File: src/hw/rtl/meu_pkg.sv
// Shared constants and types for the modular exponentiation unit.
package meu_pkg;

	// Default modulus / message width
	localparam int MOD_BITS_DEF = 16;
	// Exponent width, fixed
	localparam int EXP_BITS = 16;

	// Configuration register indexes
	localparam int CFG_IDX_W = 1;
	localparam logic [CFG_IDX_W-1:0] CFG_IDX_MODULUS  = 1'b0;
	localparam logic [CFG_IDX_W-1:0] CFG_IDX_EXPONENT = 1'b1;

	// Status of the iterative remainder unit
	typedef struct packed {
		logic busy;
		logic done;
	} rem_sts_t;

endpackage

File: src/hw/rtl/meu_rem.sv
// Iterative remainder unit: one restoring step per cycle over the low half.
module meu_rem #(
	parameter int MOD_BITS = meu_pkg::MOD_BITS_DEF
) (
	input  logic                    clk,
	input  logic                    arst_n,
	input  logic                    start,
	input  logic [2*MOD_BITS-1:0]   dividend,  // high half must be below divisor
	input  logic [MOD_BITS:0]       divisor,
	output meu_pkg::rem_sts_t       sts,
	output logic [MOD_BITS-1:0]     remainder
);

	localparam int CNT_W = $clog2(MOD_BITS + 1);

	logic [MOD_BITS:0]   rem_q;
	logic [MOD_BITS-1:0] dvd_q;
	logic [MOD_BITS:0]   div_q;
	logic [CNT_W-1:0]    cnt_q;
	logic                busy_q;
	logic                done_q;

	logic [MOD_BITS+1:0] trial;
	logic [MOD_BITS+1:0] div_ext;
	logic [MOD_BITS+1:0] diff;
	logic [MOD_BITS:0]   rem_next;

	// one shift-compare-subtract step
	always_comb begin
		trial   = {rem_q, dvd_q[MOD_BITS-1]};
		div_ext = {1'b0, div_q};
		diff    = trial - div_ext;
		if (trial >= div_ext) begin
			rem_next = diff[MOD_BITS:0];
		end else begin
			rem_next = trial[MOD_BITS:0];
		end
	end

	// control
	always_ff @(posedge clk or negedge arst_n) begin
		if (!arst_n) begin
			busy_q <= 1'b0;
			done_q <= 1'b0;
			cnt_q  <= '0;
		end else begin
			done_q <= 1'b0;
			if (start) begin
				busy_q <= 1'b1;
				cnt_q  <= CNT_W'(MOD_BITS);
			end else if (busy_q) begin
				cnt_q <= cnt_q - 1'b1;
				if (cnt_q == CNT_W'(1)) begin
					busy_q <= 1'b0;
					done_q <= 1'b1;
				end
			end
		end
	end

	// datapath
	always_ff @(posedge clk) begin
		if (start) begin
			rem_q <= {1'b0, dividend[2*MOD_BITS-1:MOD_BITS]};
			dvd_q <= dividend[MOD_BITS-1:0];
			div_q <= divisor;
		end else if (busy_q) begin
			rem_q <= rem_next;
			dvd_q <= {dvd_q[MOD_BITS-2:0], 1'b0};
		end
	end

	assign sts.busy  = busy_q;
	assign sts.done  = done_q;
	assign remainder = rem_q[MOD_BITS-1:0];

endmodule

File: src/hw/rtl/modular_exponentiation_unit.sv
// Top level: modular exponentiation by square-and-multiply with a shared multiplier.
//
//  channel | dir | handshake         | content
//  s_*     | in  | s_tvalid/s_tready | message word
//  m_*     | out | m_tvalid/m_tready | result word
//  cfg_*   | in  | cfg_we            | modulus (index 0), exponent (index 1)
//
// Each word takes k multiplies, k <= 2*EXP_BITS; a zero exponent skips the
// base reduction and all multiplies and returns 1.
// Each multiply is one registered product plus MOD_BITS remainder steps.
// Reset clears the sequencer; modulus and exponent reset to 1.
// s_tready is high only while idle; a finished result waits in the output
// register while the next word is already being taken.
module modular_exponentiation_unit #(
	parameter int MOD_BITS = meu_pkg::MOD_BITS_DEF
) (
	input  logic                                  clk,
	input  logic                                  arst_n,
	input  logic                                  s_tvalid,
	output logic                                  s_tready,
	input  logic [((MOD_BITS+7)/8)*8-1:0]          s_tdata,   // [MOD_BITS-1:0] message
	output logic                                  m_tvalid,
	input  logic                                  m_tready,
	output logic [((MOD_BITS+7)/8)*8-1:0]          m_tdata,   // [MOD_BITS-1:0] result
	input  logic                                  cfg_we,
	input  logic [meu_pkg::CFG_IDX_W-1:0]          cfg_index,
	input  logic [((MOD_BITS > 16) ? MOD_BITS : 16)-1:0] cfg_data
);

	localparam int EXP_BITS = meu_pkg::EXP_BITS;

	// sequencer states
	localparam logic [2:0] S_IDLE = 3'd0;
	localparam logic [2:0] S_MUL  = 3'd1;
	localparam logic [2:0] S_DIV  = 3'd2;
	localparam logic [2:0] S_WAIT = 3'd3;
	localparam logic [2:0] S_DONE = 3'd4;

	// operation in flight
	localparam logic [1:0] OP_BASE = 2'd0;
	localparam logic [1:0] OP_ACC  = 2'd1;
	localparam logic [1:0] OP_SQ   = 2'd2;

	logic [MOD_BITS-1:0]   modulus_q;
	logic [EXP_BITS-1:0]   exponent_q;

	logic [2:0]            state_q;
	logic [1:0]            op_q;
	logic [EXP_BITS-1:0]   exp_q;
	logic [MOD_BITS-1:0]   acc_q;
	logic [MOD_BITS-1:0]   sq_q;
	logic [2*MOD_BITS-1:0] product_q;
	logic [MOD_BITS-1:0]   res_q;
	logic                  out_valid_q;

	logic [MOD_BITS:0]     eff_mod;
	logic [MOD_BITS-1:0]   mul_a;
	logic [2*MOD_BITS-1:0] mul_p;
	logic                  rem_start;
	meu_pkg::rem_sts_t     rem_sts;
	logic [MOD_BITS-1:0]   rem_val;
	logic [EXP_BITS-1:0]   exp_shift;
	logic                  accept;
	logic                  out_free;

	// configuration registers
	always_ff @(posedge clk or negedge arst_n) begin
		if (!arst_n) begin
			modulus_q  <= MOD_BITS'(1);
			exponent_q <= EXP_BITS'(1);
		end else if (cfg_we) begin
			unique case (cfg_index)
				meu_pkg::CFG_IDX_MODULUS:  modulus_q  <= cfg_data[MOD_BITS-1:0];
				meu_pkg::CFG_IDX_EXPONENT: exponent_q <= cfg_data[EXP_BITS-1:0];
				default: ;
			endcase
		end
	end

	// zero modulus means 2^MOD_BITS
	assign eff_mod = (modulus_q == '0) ? {1'b1, {MOD_BITS{1'b0}}} : {1'b0, modulus_q};

	// shared multiplier: acc*sq or sq*sq
	assign mul_a = (op_q == OP_ACC) ? acc_q : sq_q;
	assign mul_p = (2*MOD_BITS)'(mul_a) * (2*MOD_BITS)'(sq_q);

	assign rem_start = (state_q == S_DIV);
	assign exp_shift = exp_q >> 1;
	assign accept    = s_tvalid && s_tready;
	assign out_free  = !out_valid_q || m_tready;

	meu_rem #(
		.MOD_BITS (MOD_BITS)
	) u_rem (
		.clk       (clk),
		.arst_n    (arst_n),
		.start     (rem_start),
		.dividend  (product_q),
		.divisor   (eff_mod),
		.sts       (rem_sts),
		.remainder (rem_val)
	);

	// sequencer control
	always_ff @(posedge clk or negedge arst_n) begin
		if (!arst_n) begin
			state_q <= S_IDLE;
			op_q    <= OP_BASE;
		end else begin
			unique case (state_q)
				S_IDLE: begin
					if (accept) begin
						op_q    <= OP_BASE;
						state_q <= (exponent_q == '0) ? S_DONE : S_DIV;
					end
				end
				S_MUL: state_q <= S_DIV;
				S_DIV: state_q <= S_WAIT;
				S_WAIT: begin
					if (rem_sts.done) begin
						unique case (op_q)
							OP_ACC: begin
								op_q    <= OP_SQ;
								state_q <= S_MUL;
							end
							OP_SQ: begin
								if (exp_shift == '0) begin
									state_q <= S_DONE;
								end else begin
									op_q    <= exp_shift[0] ? OP_ACC : OP_SQ;
									state_q <= S_MUL;
								end
							end
							default: begin
								// base reduced; exponent known nonzero
								op_q    <= exp_q[0] ? OP_ACC : OP_SQ;
								state_q <= S_MUL;
							end
						endcase
					end
				end
				S_DONE: begin
					if (out_free) begin
						state_q <= S_IDLE;
					end
				end
				default: state_q <= S_IDLE;
			endcase
		end
	end

	// sequencer datapath
	always_ff @(posedge clk) begin
		if (state_q == S_IDLE && accept) begin
			exp_q     <= exponent_q;
			acc_q     <= MOD_BITS'(1);
			product_q <= {{MOD_BITS{1'b0}}, s_tdata[MOD_BITS-1:0]};
		end
		if (state_q == S_MUL) begin
			product_q <= mul_p;
		end
		if (state_q == S_WAIT && rem_sts.done) begin
			unique case (op_q)
				OP_ACC: acc_q <= rem_val;
				OP_SQ: begin
					sq_q  <= rem_val;
					exp_q <= exp_shift;
				end
				default: sq_q <= rem_val;
			endcase
		end
	end

	// output register
	always_ff @(posedge clk or negedge arst_n) begin
		if (!arst_n) begin
			out_valid_q <= 1'b0;
		end else if (state_q == S_DONE && out_free) begin
			out_valid_q <= 1'b1;
		end else if (m_tready) begin
			out_valid_q <= 1'b0;
		end
	end

	always_ff @(posedge clk) begin
		if (state_q == S_DONE && out_free) begin
			res_q <= acc_q;
		end
	end

	assign s_tready = (state_q == S_IDLE);
	assign m_tvalid = out_valid_q;

	always_comb begin
		m_tdata = '0;
		m_tdata[MOD_BITS-1:0] = res_q;
	end

endmodule

File: config.mk
export PLATFORM = sky130hd
export DESIGN_NAME = modular_exponentiation_unit
export DESIGN_NICKNAME = d
export VERILOG_FILES = /design/src/hw/rtl/meu_pkg.sv /design/src/hw/rtl/meu_rem.sv /design/src/hw/rtl/modular_exponentiation_unit.sv
export SDC_FILE = /design/constraint.sdc
export NUM_CORES = 1
export LEC_CHECK = 0
export ABC_AREA = 1
export BUFFER_PORTS_ARGS = -buffer_cell sky130_fd_sc_hd__clkbuf_2
export CAP_MARGIN = 5
export CORE_MARGIN = 4
export CORE_UTILIZATION = 45
export DETAILED_ROUTE_END_ITERATION = 12
export GPL_TIMING_DRIVEN = 0
export PLACE_DENSITY_LB_ADDON = 0.3
export SETUP_SLACK_MARGIN = 0.5
export SYNTH_ARGS = -nofsm -noshare
export SYNTH_HDL_FRONTEND = slang
export SYNTH_SLANG_ARGS = --single-unit
File: constraint.sdc
create_clock -name clk -period 8.7 [get_ports clk]
set_input_delay 1.74 -clock clk [delete_from_list [all_inputs] [get_ports clk]]
set_output_delay 1.74 -clock clk [all_outputs]
set_load 0.02 [all_outputs]
# Yosys cells after proc, flatten, opt, wreduce, memory -nomap -nowiden
# Index checks and enable logic that the tools add are counted.
[word_totals] out_inout_bits=18 mem_count=0 latch_bits=0 mem_bits_rw=0 ff_bits=191 mem_bits_ro=0 wordCells=93
[classes] reduce_logical=19 div_mod_pow=0 n_lt_le_gt_ge=1 bitwise_logic=2 multipliers=1 mux=39 n_shift=0 n_addsub=2 eq_ne=11
[op_table] cell="$mux W16" n=11
[op_table] cell="$mux W32" n=2
[op_table] cell="$logic_not A16 Y1" n=3
[op_table] cell="$mux W17" n=2
[op_table] cell="$mul A16 B16 Y32" n=1
[op_table] cell="$ge A18 B17 Y1" n=1
[op_table] cell="$mux W3" n=6
[op_table] cell="$sub A17 B17 Y17" n=1
[op_table] cell="$pmux W3 S5" n=1
[op_table] cell="$mux W2" n=5
[op_table] cell="$mux W5" n=2
[op_table] cell="$mux W1" n=8
[op_table] cell="$pmux W2 S2" n=2
[op_table] cell="$reduce_bool A2 Y1" n=4
[op_table] cell="$eq A3 B2 Y1 const B" n=2
[op_table] cell="$reduce_and A2 Y1" n=3
[op_table] cell="$eq A5 B1 Y1 const B" n=1
[op_table] cell="$sub A5 B1 Y5 const B" n=1
[op_table] cell="$logic_and A1 B1 Y1" n=4
[op_table] cell="$ne A2 B1 Y1 const B" n=2
[op_table] cell="$reduce_and A4 Y1" n=1
[op_table] cell="$eq A3 B1 Y1 const B" n=1
[op_table] cell="$eq A3 B3 Y1 const B" n=1
[op_table] cell="$logic_not A3 Y1" n=1
[op_table] cell="other kinds (8)" n=9

# Logic depth before layout (Yosys ltp)
# Gate-level depths: netlist (run 1).
[logic_depth] word_depth=6 depth_mapped=33 depth_no_buf=31

# By module
# From an unflattened synthesis (run 1), not the netlist that was laid out.
[hier_totals] hier_cells=2328 hier_area_um2=18356.4
[by_module_without_submodules] module="modular_exponentiation_unit" seq_area_each_um2=3515.9 area_each_um2=14380.0 instances=1 cells_per_inst=1805
[by_module_without_submodules] module="meu_rem" seq_area_each_um2=1666.6 area_each_um2=3976.3 instances=1 cells_per_inst=523

# Worst setup path before layout (run 1)
# OpenSTA, ideal clock, no wires.
[synth_timing] kind="register -> register" start="reg op_q[0]" end="reg product_q[26], data pin" slack_ns=2.650 path_stages_with_launch=31 required_time_ns=8.447 period_less_slack_ns=6.050 path_buffers=2 arrival_time_ns=5.797 cell_sequence="dfrtp_1 > ha_1 > buf_4 > inv_2 > buf_2 > nor2_1 > nor2_1 > a21oi_2 > inv_1 > nand2_1 > fa_1 > fa_1 > inv_1 > fa_1 > fa_1 > fa_1 > inv_1 > fa_1 > inv_1 > ha_1 > nand2_1 > nor2_1 > inv_1 > nor3_1 > nand2_1 > nand2_1 > nand2_1 > nand2_1 > nand2_1 > nand2_1 > nor2_1"
[synth_between] elab_chain_cells=4
[synth_lines] element="from (decl)" line_no="modular_exponentiation_unit.sv:48" rtl="logic [1:0] op_q;"
[synth_lines] element="from (signal assigned)" line_no="modular_exponentiation_unit.sv:130" rtl="op_q <= exp_shift[0] ? OP_ACC : OP_SQ;"
[synth_lines] element="from (signal assigned)" line_no="modular_exponentiation_unit.sv:136" rtl="op_q <= exp_q[0] ? OP_ACC : OP_SQ;"
[synth_lines] element="$eq A2 B1 Y1" line_no="modular_exponentiation_unit.sv:84" rtl="assign mul_a = (op_q == OP_ACC) ? acc_q : sq_q;"
[synth_lines] element="$mux W16" line_no="modular_exponentiation_unit.sv:84"
[synth_lines] element="$mul A16 B16 Y32" line_no="modular_exponentiation_unit.sv:85" rtl="assign mul_p = (2*MOD_BITS)'(mul_a) * (2*MOD_BITS)'(sq_q);"
[synth_lines] element="$mux W32" line_no="modular_exponentiation_unit.sv:159" rtl="if (state_q == S_MUL) begin"
[synth_lines] element="to (signal assigned)" line_no="modular_exponentiation_unit.sv:157" rtl="product_q <= {{MOD_BITS{1'b0}}, s_tdata[MOD_BITS-1:0]};"
[synth_lines] element="to (signal assigned)" line_no="modular_exponentiation_unit.sv:160" rtl="product_q <= mul_p;"
[synth_lines] element="to (decl)" line_no="modular_exponentiation_unit.sv:52" rtl="logic [2*MOD_BITS-1:0] product_q;"
# Every way passes these cells.
# A chain may end at the register's enable or synchronous reset.

# Final worst setup path (run 1)
[layout_timing] start="reg op_q[1]" end="reg product_q[20], data pin"
# Same word-level chain as after synthesis.

==> flow_metrics.env, run 1 <==
export IMPL_placement_setup_worst_slack_ns=1.19
export IMPL_h_tree_depth=4
export IMPL_ys_ff_latch=191
export IMPL_timing_rr_end="product_q[20]$_SDFFCE_PN0P_"
export IMPL_max_slew_margin=0.240
export IMPL_cts_num_sinks=191
export IMPL_setup_viol=0
export IMPL_antenna_found_initial=0
export IMPL_cts_tree="done"
export IMPL_wl_met2_mm=22.5
export IMPL_dieArea_um2=42300
export IMPL_final_common_cell="nand2_1"
export IMPL_cts_root_buf="clkbuf_16"
export IMPL_max_stage_delay_ns=0.61
export IMPL_cpMostUsedCell="fa_1"
export IMPL_grt_max_degree=46
export IMPL_cp_required_ns=8.91
export IMPL_wl_met3_mm=3.72
export IMPL_synth_warnings=0
export IMPL_cp_slowest_cell="fa_1"
export IMPL_synth_distinct_cells=47
export IMPL_top_layer="met4"
export IMPL_cts_repair_resized=0
export IMPL_grt_use_total=0.237
export IMPL_synth_top_area_frac=0.222
export IMPL_cts_buffer_depth=2
export IMPL_worst_pin_slew_ns=1.14
export IMPL_grt_pass1_vias=14320
export IMPL_start_util=0.456
export IMPL_drc_errors=0
export IMPL_status="completed"
export IMPL_drive_gt1_frac=0.0737
export IMPL_slew_viol_final=0
export IMPL_via_per_inst=5.16
export IMPL_syn_avg_cell_area_um2=8.24
export IMPL_die_w_um=206
export IMPL_num_rows=72
export IMPL_ios=56
export IMPL_core_area_um2=38600
export IMPL_hpwl_mm=40.2
export IMPL_synthCells=2136
export IMPL_rsz0062_at_grt="no"
export IMPL_dieHeight_um=206
export IMPL_numCtsBuffers=17
export IMPL_syn_to_final_growth_pct=9.00
export IMPL_worstSetupPathType="register to register"
export IMPL_synth_largest_area_cell="fa_1"
export IMPL_reg2reg_depth=27
export IMPL_grt_pass1_wl_mm=77.1
export IMPL_min_period_over_period=0.877
export IMPL_synth_area_leaders="fa_1, edfxtp_1, nand2_1, ha_1, inv_1"
export IMPL_final_util=0.497
export IMPL_min_delay_start="exp_q[13]$_DFF_P_"
export IMPL_firstDrtPassIters=6
export IMPL_reg2reg_from="op_q[1]$_DFFE_PN0P_"
export IMPL_fin_nets=2571
export IMPL_clk_pin_slew_ns=0.08
export IMPL_holdBufCountCts=0
export IMPL_tns_ns=0
export IMPL_finClkSkew_ns=0.0133
export IMPL_cts_setup_buffers=0
export IMPL_cp_end_kind="register"
export IMPL_min_period_ns=7.63
export IMPL_most_common_layout_cells="nand2_1, inv_1, nor2_1, fa_1, ha_1"
export IMPL_diodes=0
export IMPL_worst_setup_path_start_kind="register"
export IMPL_finalWorstSetupSlack_ns=1.07
export IMPL_hold_end="exp_q[12]$_DFF_P_"
export IMPL_drt_met1_wl_mm=20.8
export IMPL_drtAntennaViolNets=0
export IMPL_gr_total_overflow=0
export IMPL_rrSetupSlack_ns=1.07
export IMPL_fmax_mhz=131
export IMPL_io_buffers=55
export IMPL_syn_nets=2494
export IMPL_vias=14158
export IMPL_arrival_ns=7.84
export IMPL_gp_congestion=0.974
export IMPL_wl_mm=48.9
export IMPL_hold_path_class="register to register"
export IMPL_synth_seq_area_share=0.294
export IMPL_syn_cell_area_um2=17600
export IMPL_clock_latency_ns=0.45
export IMPL_wl_per_cell_um=17.8
export IMPL_drt_initial_drc_count=1094
export IMPL_path_max_fanout=10
export IMPL_whs_path_depth=2
export IMPL_fillers=3725
export IMPL_drv_cap=0
export IMPL_hold_violations=0
logic make-up after synthesis:
| kind of cell | after synthesis | share of synthesized area |
|---|---|---|
| adder cells (fa/ha/maj) | 320 | 0.311 |
| multiplexers | 1 | 0.000569 |
| buffers and inverters | 498 | 0.109 |
| AND/OR/NAND/NOR | 915 | 0.217 |
| XOR/XNOR | 18 | 0.00896 |
| AO/OA/AOI/OAI | 193 | 0.0589 |
| flip-flops | 191 | 0.294 |
final cells by class:
| type | instances | area [um2] | share of cell area |
|---|---|---|---|
| repair buffers | 58 | 345 | 0.0180 |
| multi-input cells | 1447 | 10500 | 0.547 |
| flip-flops and latches | 191 | 5180 | 0.270 |
| well taps | 518 | 648 | 0.0338 |
| clock buffers | 17 | 425 | 0.0222 |
| clock inverters | 15 | 159 | 0.00828 |
| plain buffers | 70 | 317 | 0.0165 |
| inverters | 428 | 1610 | 0.0837 |
synth_stat cells (all sizes together):
cell / count
a21oi: 64
a31oi: 5
and2: 1
and3: 2
buf: 24
clkbuf: 46
clkinv: 8
dfrtp: 43
dfstp: 2
dfxtp: 33
edfxtp: 113
fa: 195
ha: 125
inv: 420
mux2i: 1
nand2: 535
nand3: 78
nand3b: 8
nand4: 26
nor2: 242
nor3: 13
nor4: 9
o21a: 2
o21ai: 111
o21bai: 3
o22ai: 7
o31ai: 1
or2: 1
xnor2: 17
xor2: 1
per-layer routing:
layer  vias up  track usage
met1      6820        0.315
met3       105       0.0507
met2       490        0.382
li1       6743            -
met4         0       0.0922
met5         -            0
worst max-delay path, delay by kind of cell, from the launching register on:
family	cells	cell delay (ns)
flip-flops	1	0.41
adder cells (fa/ha/maj)	8	3.60
AND/OR/NAND/NOR	10	1.31
buffers and inverters	8	1.51
AO/OA/AOI/OAI	1	0.54
flip-flops by register name, summed over array words and instances, names as in the netlist, 2 cells and up:
signal and count:
acc_q 16, exp_q 16, exponent_q 16, m_tdata 16, modulus_q 16, op_q 2
product_q 32, sq_q 16, state_q 3, u_rem.cnt_q 5, u_rem.div_q 17, u_rem.dvd_q 16
u_rem.rem_q 17
metrics by stage:
stage	hold slack, ns	instances	instance area, um2
3_5_place_dp	0.460	2711	18600
2_1_floorplan	0.432	2136	17600
3_3_place_gp	0.459	2709	18500
6_report	0.475	2744	19200
4_1_cts	0.477	2743	19200
5_1_grt	0.483	2744	19200
worst max-delay path by stage:
stage                                        endpoint  slack [ns]                start  cells after the start
after global placement    product_q[17]$_SDFFCE_PN0P_        1.23  op_q[1]$_DFFE_PN0P_                     28
after global routing      product_q[17]$_SDFFCE_PN0P_        0.73  op_q[1]$_DFFE_PN0P_                     27
after CTS                 product_q[24]$_SDFFCE_PN0P_        1.15  op_q[0]$_DFFE_PN0P_                     25
final                     product_q[20]$_SDFFCE_PN0P_        1.07  op_q[1]$_DFFE_PN0P_                     27
after detailed placement  product_q[24]$_SDFFCE_PN0P_        1.19  op_q[0]$_DFFE_PN0P_                     25
after floorplan           product_q[26]$_SDFFCE_PN0P_        2.65  op_q[0]$_DFFE_PN0P_                     30
Power of run 1 is left out: the tool's default activity adds up to more than one toggle a clock period on the data nets, which glitch-free logic cannot reach.
==> inputs of run 2 (changes only) <==
- ABC_AREA: 1 -> 0
- CAP_MARGIN: 5 -> default
- CELL_PAD_IN_SITES_DETAIL_PLACEMENT: default -> 1
- CELL_PAD_IN_SITES_GLOBAL_PLACEMENT: default -> 1
==> run 2 against run 1 <==
  * Die area is 3.3% lower
  * Non-clock buffer count is 9 higher
  * Count of clock-buffer cells in the layout is 2 higher
  * Largest cell class unchanged
==> flow_metrics.env, run 2 <==
export IMPL_yosysMostFrequentCell="inv_1"
export IMPL_synth_top_area_frac=0.230
export IMPL_slew_viol_final=0
export IMPL_worst_pin_slew_ns=1.15
export IMPL_max_slew_margin=0.234
export IMPL_synth_largest_area_cell="fa_1"
export IMPL_gr_total_overflow=0
export IMPL_min_period_ns=7.78
export IMPL_most_common_layout_cells="inv_1, nand2_1, fa_1, ha_1"
export IMPL_grt_use_total=0.247
export IMPL_start_util=0.460
export IMPL_drive_gt1_frac=0.0988
export IMPL_min_period_over_period=0.894
export IMPL_hold_violations=0
export IMPL_timing_rr_end="product_q[27]$_SDFFCE_PN0P_"
export IMPL_syn_avg_cell_area_um2=9.97
export IMPL_final_common_cell="inv_1"
export IMPL_finClkSkew_ns=0.0150
export IMPL_cp_slowest_cell="fa_1"
export IMPL_cts_tree="done"
export IMPL_syn_to_final_growth_pct=8.99
export IMPL_fillers=4182
export IMPL_synth_edf_count=113
export IMPL_cp_required_ns=8.94
export IMPL_netlist_top_cells_count="inv_1, nand2_1, fa_1"
export IMPL_cts_num_sinks=191
export IMPL_synth_seq_area_share=0.305
export IMPL_yosys_area_share_xor_xnor=0.0201
export IMPL_ys_flop_type="edfxtp_1"
export IMPL_grt_pass1_vias=13884
export IMPL_synthMuxAreaShare=0.0490
export IMPL_core_area_um2=37000
export IMPL_cts_root_buf="clkbuf_16"
export IMPL_num_rows=70
export IMPL_clock_latency_ns=0.44
export IMPL_largest_register_ffs=32
export IMPL_drc_errors=0
export IMPL_tns_ns=0
export IMPL_die_w_um=202
export IMPL_hold_end="exp_q[11]$_DFF_P_"
export IMPL_synth_area_leaders="fa_1, edfxtp_1, ha_1, dfrtp_1, inv_1"
export IMPL_drtAntennaViolNets=0
export IMPL_reg2reg_from="op_q[0]$_DFFE_PN0P_"
export IMPL_fin_nets=2137
export IMPL_synthCells=1704
export IMPL_reg2reg_depth=23
export IMPL_top_regs="product_q (32), u_rem.div_q (17), u_rem.rem_q (17)"
export IMPL_dieArea_um2=40900
export IMPL_wl_mm=49.4
export IMPL_grt_pass1_wl_mm=79.1
export IMPL_final_util=0.501
export IMPL_min_delay_start="exp_q[12]$_DFF_P_"
export IMPL_top_register="product_q"
export IMPL_max_stage_delay_ns=0.63
export IMPL_cp_end_kind="register"
export IMPL_numCtsBuffers=17
export IMPL_crit_chain="ha_1, clkbuf_4, clkinvlp_4, clkbuf_1, o21ai_0, fa_1, inv_1, fa_1, inv_1, fa_1, inv_1, fa_1, fa_1, inv_1, fa_1, inv_1, ha_1, nand2_1, o41a_1, a211oi_2, o21a_1, nor3_1, nor3_1"
export IMPL_synth_compound_area_frac=0.0839
export IMPL_cpMostUsedCell="fa_1"
export IMPL_grt_max_degree=46
export IMPL_path_max_fanout=10
export IMPL_syn_nets=2062
export IMPL_ys_ff_latch=191
export IMPL_drt_initial_drc_count=733
export IMPL_drv_cap=0
export IMPL_hpwl_mm=40.1
export IMPL_synth_top_family_by_area="adder cells"
export IMPL_firstDrtPassIters=7
export IMPL_h_tree_depth=4
export IMPL_vias=12630
export IMPL_worst_setup_path_start_kind="register"
export IMPL_ios=56
export IMPL_worstSetupPathType="register to register"
export IMPL_dieHeight_um=202
export IMPL_rsz0062_at_grt="no"
export IMPL_hold_path_class="register to register"
export IMPL_antenna_found_initial=0
export IMPL_synthSimpleGateAreaFrac=0.144
export IMPL_via_per_inst=5.50
export IMPL_io_buffers=55
export IMPL_cts_buffer_depth=2
export IMPL_ys_async_sr_fraction=0.236
export IMPL_clk_pin_slew_ns=0.07
export IMPL_wl_per_cell_um=21.5
export IMPL_rrSetupSlack_ns=0.92
export IMPL_synth_warnings=0
export IMPL_fmax_mhz=129
export IMPL_arrival_ns=8.02
export IMPL_setup_viol=0
export IMPL_syn_cell_area_um2=17000
export IMPL_gp_congestion=0.869
export IMPL_synth_fa_ha_area_frac=0.322
export IMPL_status="completed"
export IMPL_whs_path_depth=2
export IMPL_synth_distinct_cells=69
-- run 2: cell types whose count changed after synthesis, moves of 63 or more --
cell / delta
and2_1: +112
nand2_1: -267
nand3_1: -63
inv_1: -153
nor2_1: -163
-- run 2: worst max-delay path: cells and delay by family, from the launching register on --
kind,cells,cell delay [ns]
simple gates,3,0.41
flops,1,0.41
buf+inv,8,1.32
fa+ha+maj,8,3.88
compound gates,4,1.57
-- run 2: worst max path at each step --
stage,start,endpoint,depth (start not counted)
finish,op_q[0]$_DFFE_PN0P_,product_q[27]$_SDFFCE_PN0P_,23
global route,op_q[1]$_DFFE_PN0P_,product_q[28]$_SDFFCE_PN0P_,25
CTS,op_q[1]$_DFFE_PN0P_,product_q[28]$_SDFFCE_PN0P_,25
detailed placement,op_q[1]$_DFFE_PN0P_,product_q[27]$_SDFFCE_PN0P_,23
global placement,op_q[1]$_DFFE_PN0P_,product_q[27]$_SDFFCE_PN0P_,23
floorplan,op_q[1]$_DFFE_PN0P_,product_q[28]$_SDFFCE_PN0P_,25
-- run 2: through the flow --
stage	hold WS (ns)	cell area [um2]	setup WS (ns)	instances
floorplan	0.441	17000	1.93	1704
detailed placement	0.502	17900	0.0597	2264
finish	0.505	18500	0.924	2297
CTS	0.512	18500	0.616	2296
global route	0.535	18500	0.571	2296
global placement	0.481	17900	0.235	2263
-- run 2: cell type report --
| class | instances | area (um2) | area share |
|---|---|---|---|
| Tap cell | 504 | 631 | 0.0340 |
| Sequential cell | 191 | 5180 | 0.280 |
| Clock buffer | 19 | 443 | 0.0239 |
| Clock inverter | 13 | 124 | 0.00669 |
| Buffer | 81 | 349 | 0.0188 |
| Antenna cell | 1 | 2.50 | 0.000135 |
| Timing Repair Buffer | 56 | 287 | 0.0155 |
| Inverter | 259 | 976 | 0.0527 |
| Multi-Input combinational cell | 1173 | 10500 | 0.568 |
-- run 2: metal layers --
layer | vias to the layer above | routed length, um | GRT usage
met1 | 6553 | 22500 | 0.349
met3 | 58 | 2530 | 0.0364
li1 | 5674 | - | -
met2 | 345 | 23600 | 0.409
met5 | - | 0 | 0
met4 | 0 | 869 | 0.0524
-- run 2: kinds of logic (layout without fill, tap and decap cells) --
group	count (synthesis)	after routing
compound gates	218	218
xor+xnor	39	39
fa+ha+maj	320	320
buf+inv	340	428
flops	191	191
mux	77	77
other cells	0	1
simple gates	519	519
-- run 2: what timing repair did --
action	CTS	global route
setup endpoints to repair	14	12
gates resized for setup	2	19
hold buffers	0	0
buffers inserted	0	0
Power of run 2 is left out for the same reason.
==> inputs of run 3 (changes only) <==
- GPL_TIMING_DRIVEN: 0 -> default
==> run 3 against run 2 <==
  * Critical path depth is the same
  * Design area is 1.5% lower
  * Wire length shrank 3.8%
  * Non-clock buffer count fell by 69
  * Worst hold slack worse by 0.021 ns
  * Clock skew is 0.0020 ns lower
  * First-iteration DRC count increased by 5.2%
  * Fmax rose by 2.3%
  * Sequential share of layout area up 0.42 points
  * Flip-flop and latch count unchanged
  * Highest routed layer unchanged
==> flow_metrics.env, run 3 (synthesis gave the netlist of run 2 again) <==
export IMPL_hold_path_class="register to register"
export IMPL_clk_pin_slew_ns=0.07
export IMPL_layout_cells_non_filler=2228
export IMPL_dieHeight_um=202
export IMPL_start_util=0.460
export IMPL_gp_congestion=0.900
export IMPL_met3_usage=0.0263
export IMPL_arrival_ns=7.77
export IMPL_cts_root_buf="clkbuf_16"
export IMPL_status="completed"
export IMPL_grt_pass1_wl_mm=76.9
export IMPL_cts_tree="done"
export IMPL_cp_required_ns=8.87
export IMPL_wl_mm=47.6
export IMPL_drtAntennaViolNets=0
export IMPL_drv_cap=0
export IMPL_grt_use_total=0.240
export IMPL_drc_errors=0
export IMPL_cp_slowest_cell="ha_1"
export IMPL_most_common_layout_cells="inv_1, nand2_1, fa_1, ha_1"
export IMPL_cp_end_kind="register"
export IMPL_worst_pin_slew_ns=1.18
export IMPL_finClkSkew_ns=0.0129
export IMPL_worst_setup_path_start_kind="register"
export IMPL_num_rows=70
export IMPL_rsz0062_at_grt="no"
export IMPL_final_util=0.494
export IMPL_top_register="product_q"
export IMPL_largest_register_ffs=32
export IMPL_wl_per_cell_um=21.4
export IMPL_dieArea_um2=40900
export IMPL_via_per_inst=5.49
export IMPL_h_tree_depth=4
export IMPL_multiInputGateArea_um2=10500
export IMPL_top_regs="product_q (32), u_rem.div_q (17), u_rem.rem_q (17)"
export IMPL_max_stage_delay_ns=0.59
export IMPL_syn_to_final_growth_pct=7.39
export IMPL_firstDrtPassIters=5
export IMPL_cpMostUsedCell="fa_1"
export IMPL_setup_viol=0
export IMPL_cts_repair_resized=0
export IMPL_clock_latency_ns=0.45
export IMPL_grt_busiest_layer="met2"
export IMPL_cts_buffer_depth=2
export IMPL_drt_initial_drc_count=771
export IMPL_fin_nets=2068
export IMPL_max_slew_margin=0.214
export IMPL_path_max_fanout=15
export IMPL_ios=56
export IMPL_drive_gt1_frac=0.0992
export IMPL_final_common_cell="inv_1"
export IMPL_vias=12222
export IMPL_fmax_mhz=132
export IMPL_hpwl_mm=37.1
export IMPL_grt_pass1_vias=13580
export IMPL_gr_total_overflow=0
export IMPL_worstSetupPathType="register to register"
export IMPL_hold_violations=0
export IMPL_min_period_over_period=0.873
export IMPL_grt_met2_usage=0.405
export IMPL_die_w_um=202
export IMPL_cts_setup_buffers=0
export IMPL_antenna_found_initial=1
export IMPL_tns_ns=0
export IMPL_use_met1=0.330
export IMPL_grt_max_degree=48
export IMPL_fillers=4179
export IMPL_min_period_ns=7.60
export IMPL_post_place_cells=2195
export IMPL_core_area_um2=37000
export IMPL_numCtsBuffers=17
export IMPL_io_buffers=55
export IMPL_holdBufCountCts=0
export IMPL_slew_viol_final=0
export IMPL_regArea_um2=5180
export IMPL_cts_num_sinks=191
export IMPL_crit_chain="inv_1, ha_1, buf_4, mux2_2, and2_1, fa_1, inv_1, fa_1, inv_1, fa_1, fa_1, fa_1, inv_1, fa_1, inv_1, ha_1, a21oi_1, o22ai_1, a211oi_1, o21ai_1, o2111ai_1, a21o_1, a21oi_2"
[run 3: area by class of cell]
cell class | count | area share
clock buffers | 18 | 0.0235
repair buffers | 68 | 0.0204
multi-input cells | 1173 | 0.577
clock inverters | 14 | 0.00713
well taps | 504 | 0.0346
inverters | 259 | 0.0533
flip-flops and latches | 191 | 0.284
diodes | 1 | 0.000137
[run 3: path summary, 6_finish.rpt]
path                                               start                      endpoint  slack (ns)  depth (start not counted)
min in group asynchronous                         arst_n    exponent_q[11]$_DFFE_PN0P_        1.37                          2
worst min-delay path            modulus_q[8]$_DFFE_PN0P_  u_rem.div_q[8]$_SDFFCE_PP0P_        0.48                          0
worst min register to register  modulus_q[8]$_DFFE_PN0P_  u_rem.div_q[8]$_SDFFCE_PP0P_        0.48                          0
worst max-delay path                 op_q[1]$_DFFE_PN0P_   product_q[31]$_SDFFCE_PN0P_        1.10                         23
max in group asynchronous                         arst_n        u_rem.busy_q$_DFF_PN0_        6.94                          2
worst max register to register       op_q[1]$_DFFE_PN0P_   product_q[31]$_SDFFCE_PN0P_        1.10                         23
[run 3: per-layer routing]
metal | vias to the layer above | share of wire
li1 | 5553 | -
met1 | 6322 | 0.45
met2 | 276 | 0.48
met3 | 71 | 0.039
met4 | 0 | 0.029
met5 | - | 0
[run 3: metrics by stage]
| stage | cell area [um2] | worst slack (ns) | hold slack, ns |
|---|---|---|---|
| 2_1_floorplan | 17000 | 1.93 | 0.441 |
| 4_1_cts | 18200 | 1.10 | 0.493 |
| 3_5_place_dp | 17700 | 1.15 | 0.475 |
| 3_3_place_gp | 17700 | 1.32 | 0.463 |
| 6_report | 18200 | 1.10 | 0.484 |
| 5_1_grt | 18200 | 0.624 | 0.514 |
[run 3: critical path: cells and delay by family, from the launching register on]
kind	cells	cell delay (ns)
mux	1	0.52
flops	1	0.41
simple gates	1	0.24
compound gates	7	1.63
fa+ha+maj	8	3.87
buf+inv	6	0.64
Power of run 3 is left out for the same reason.
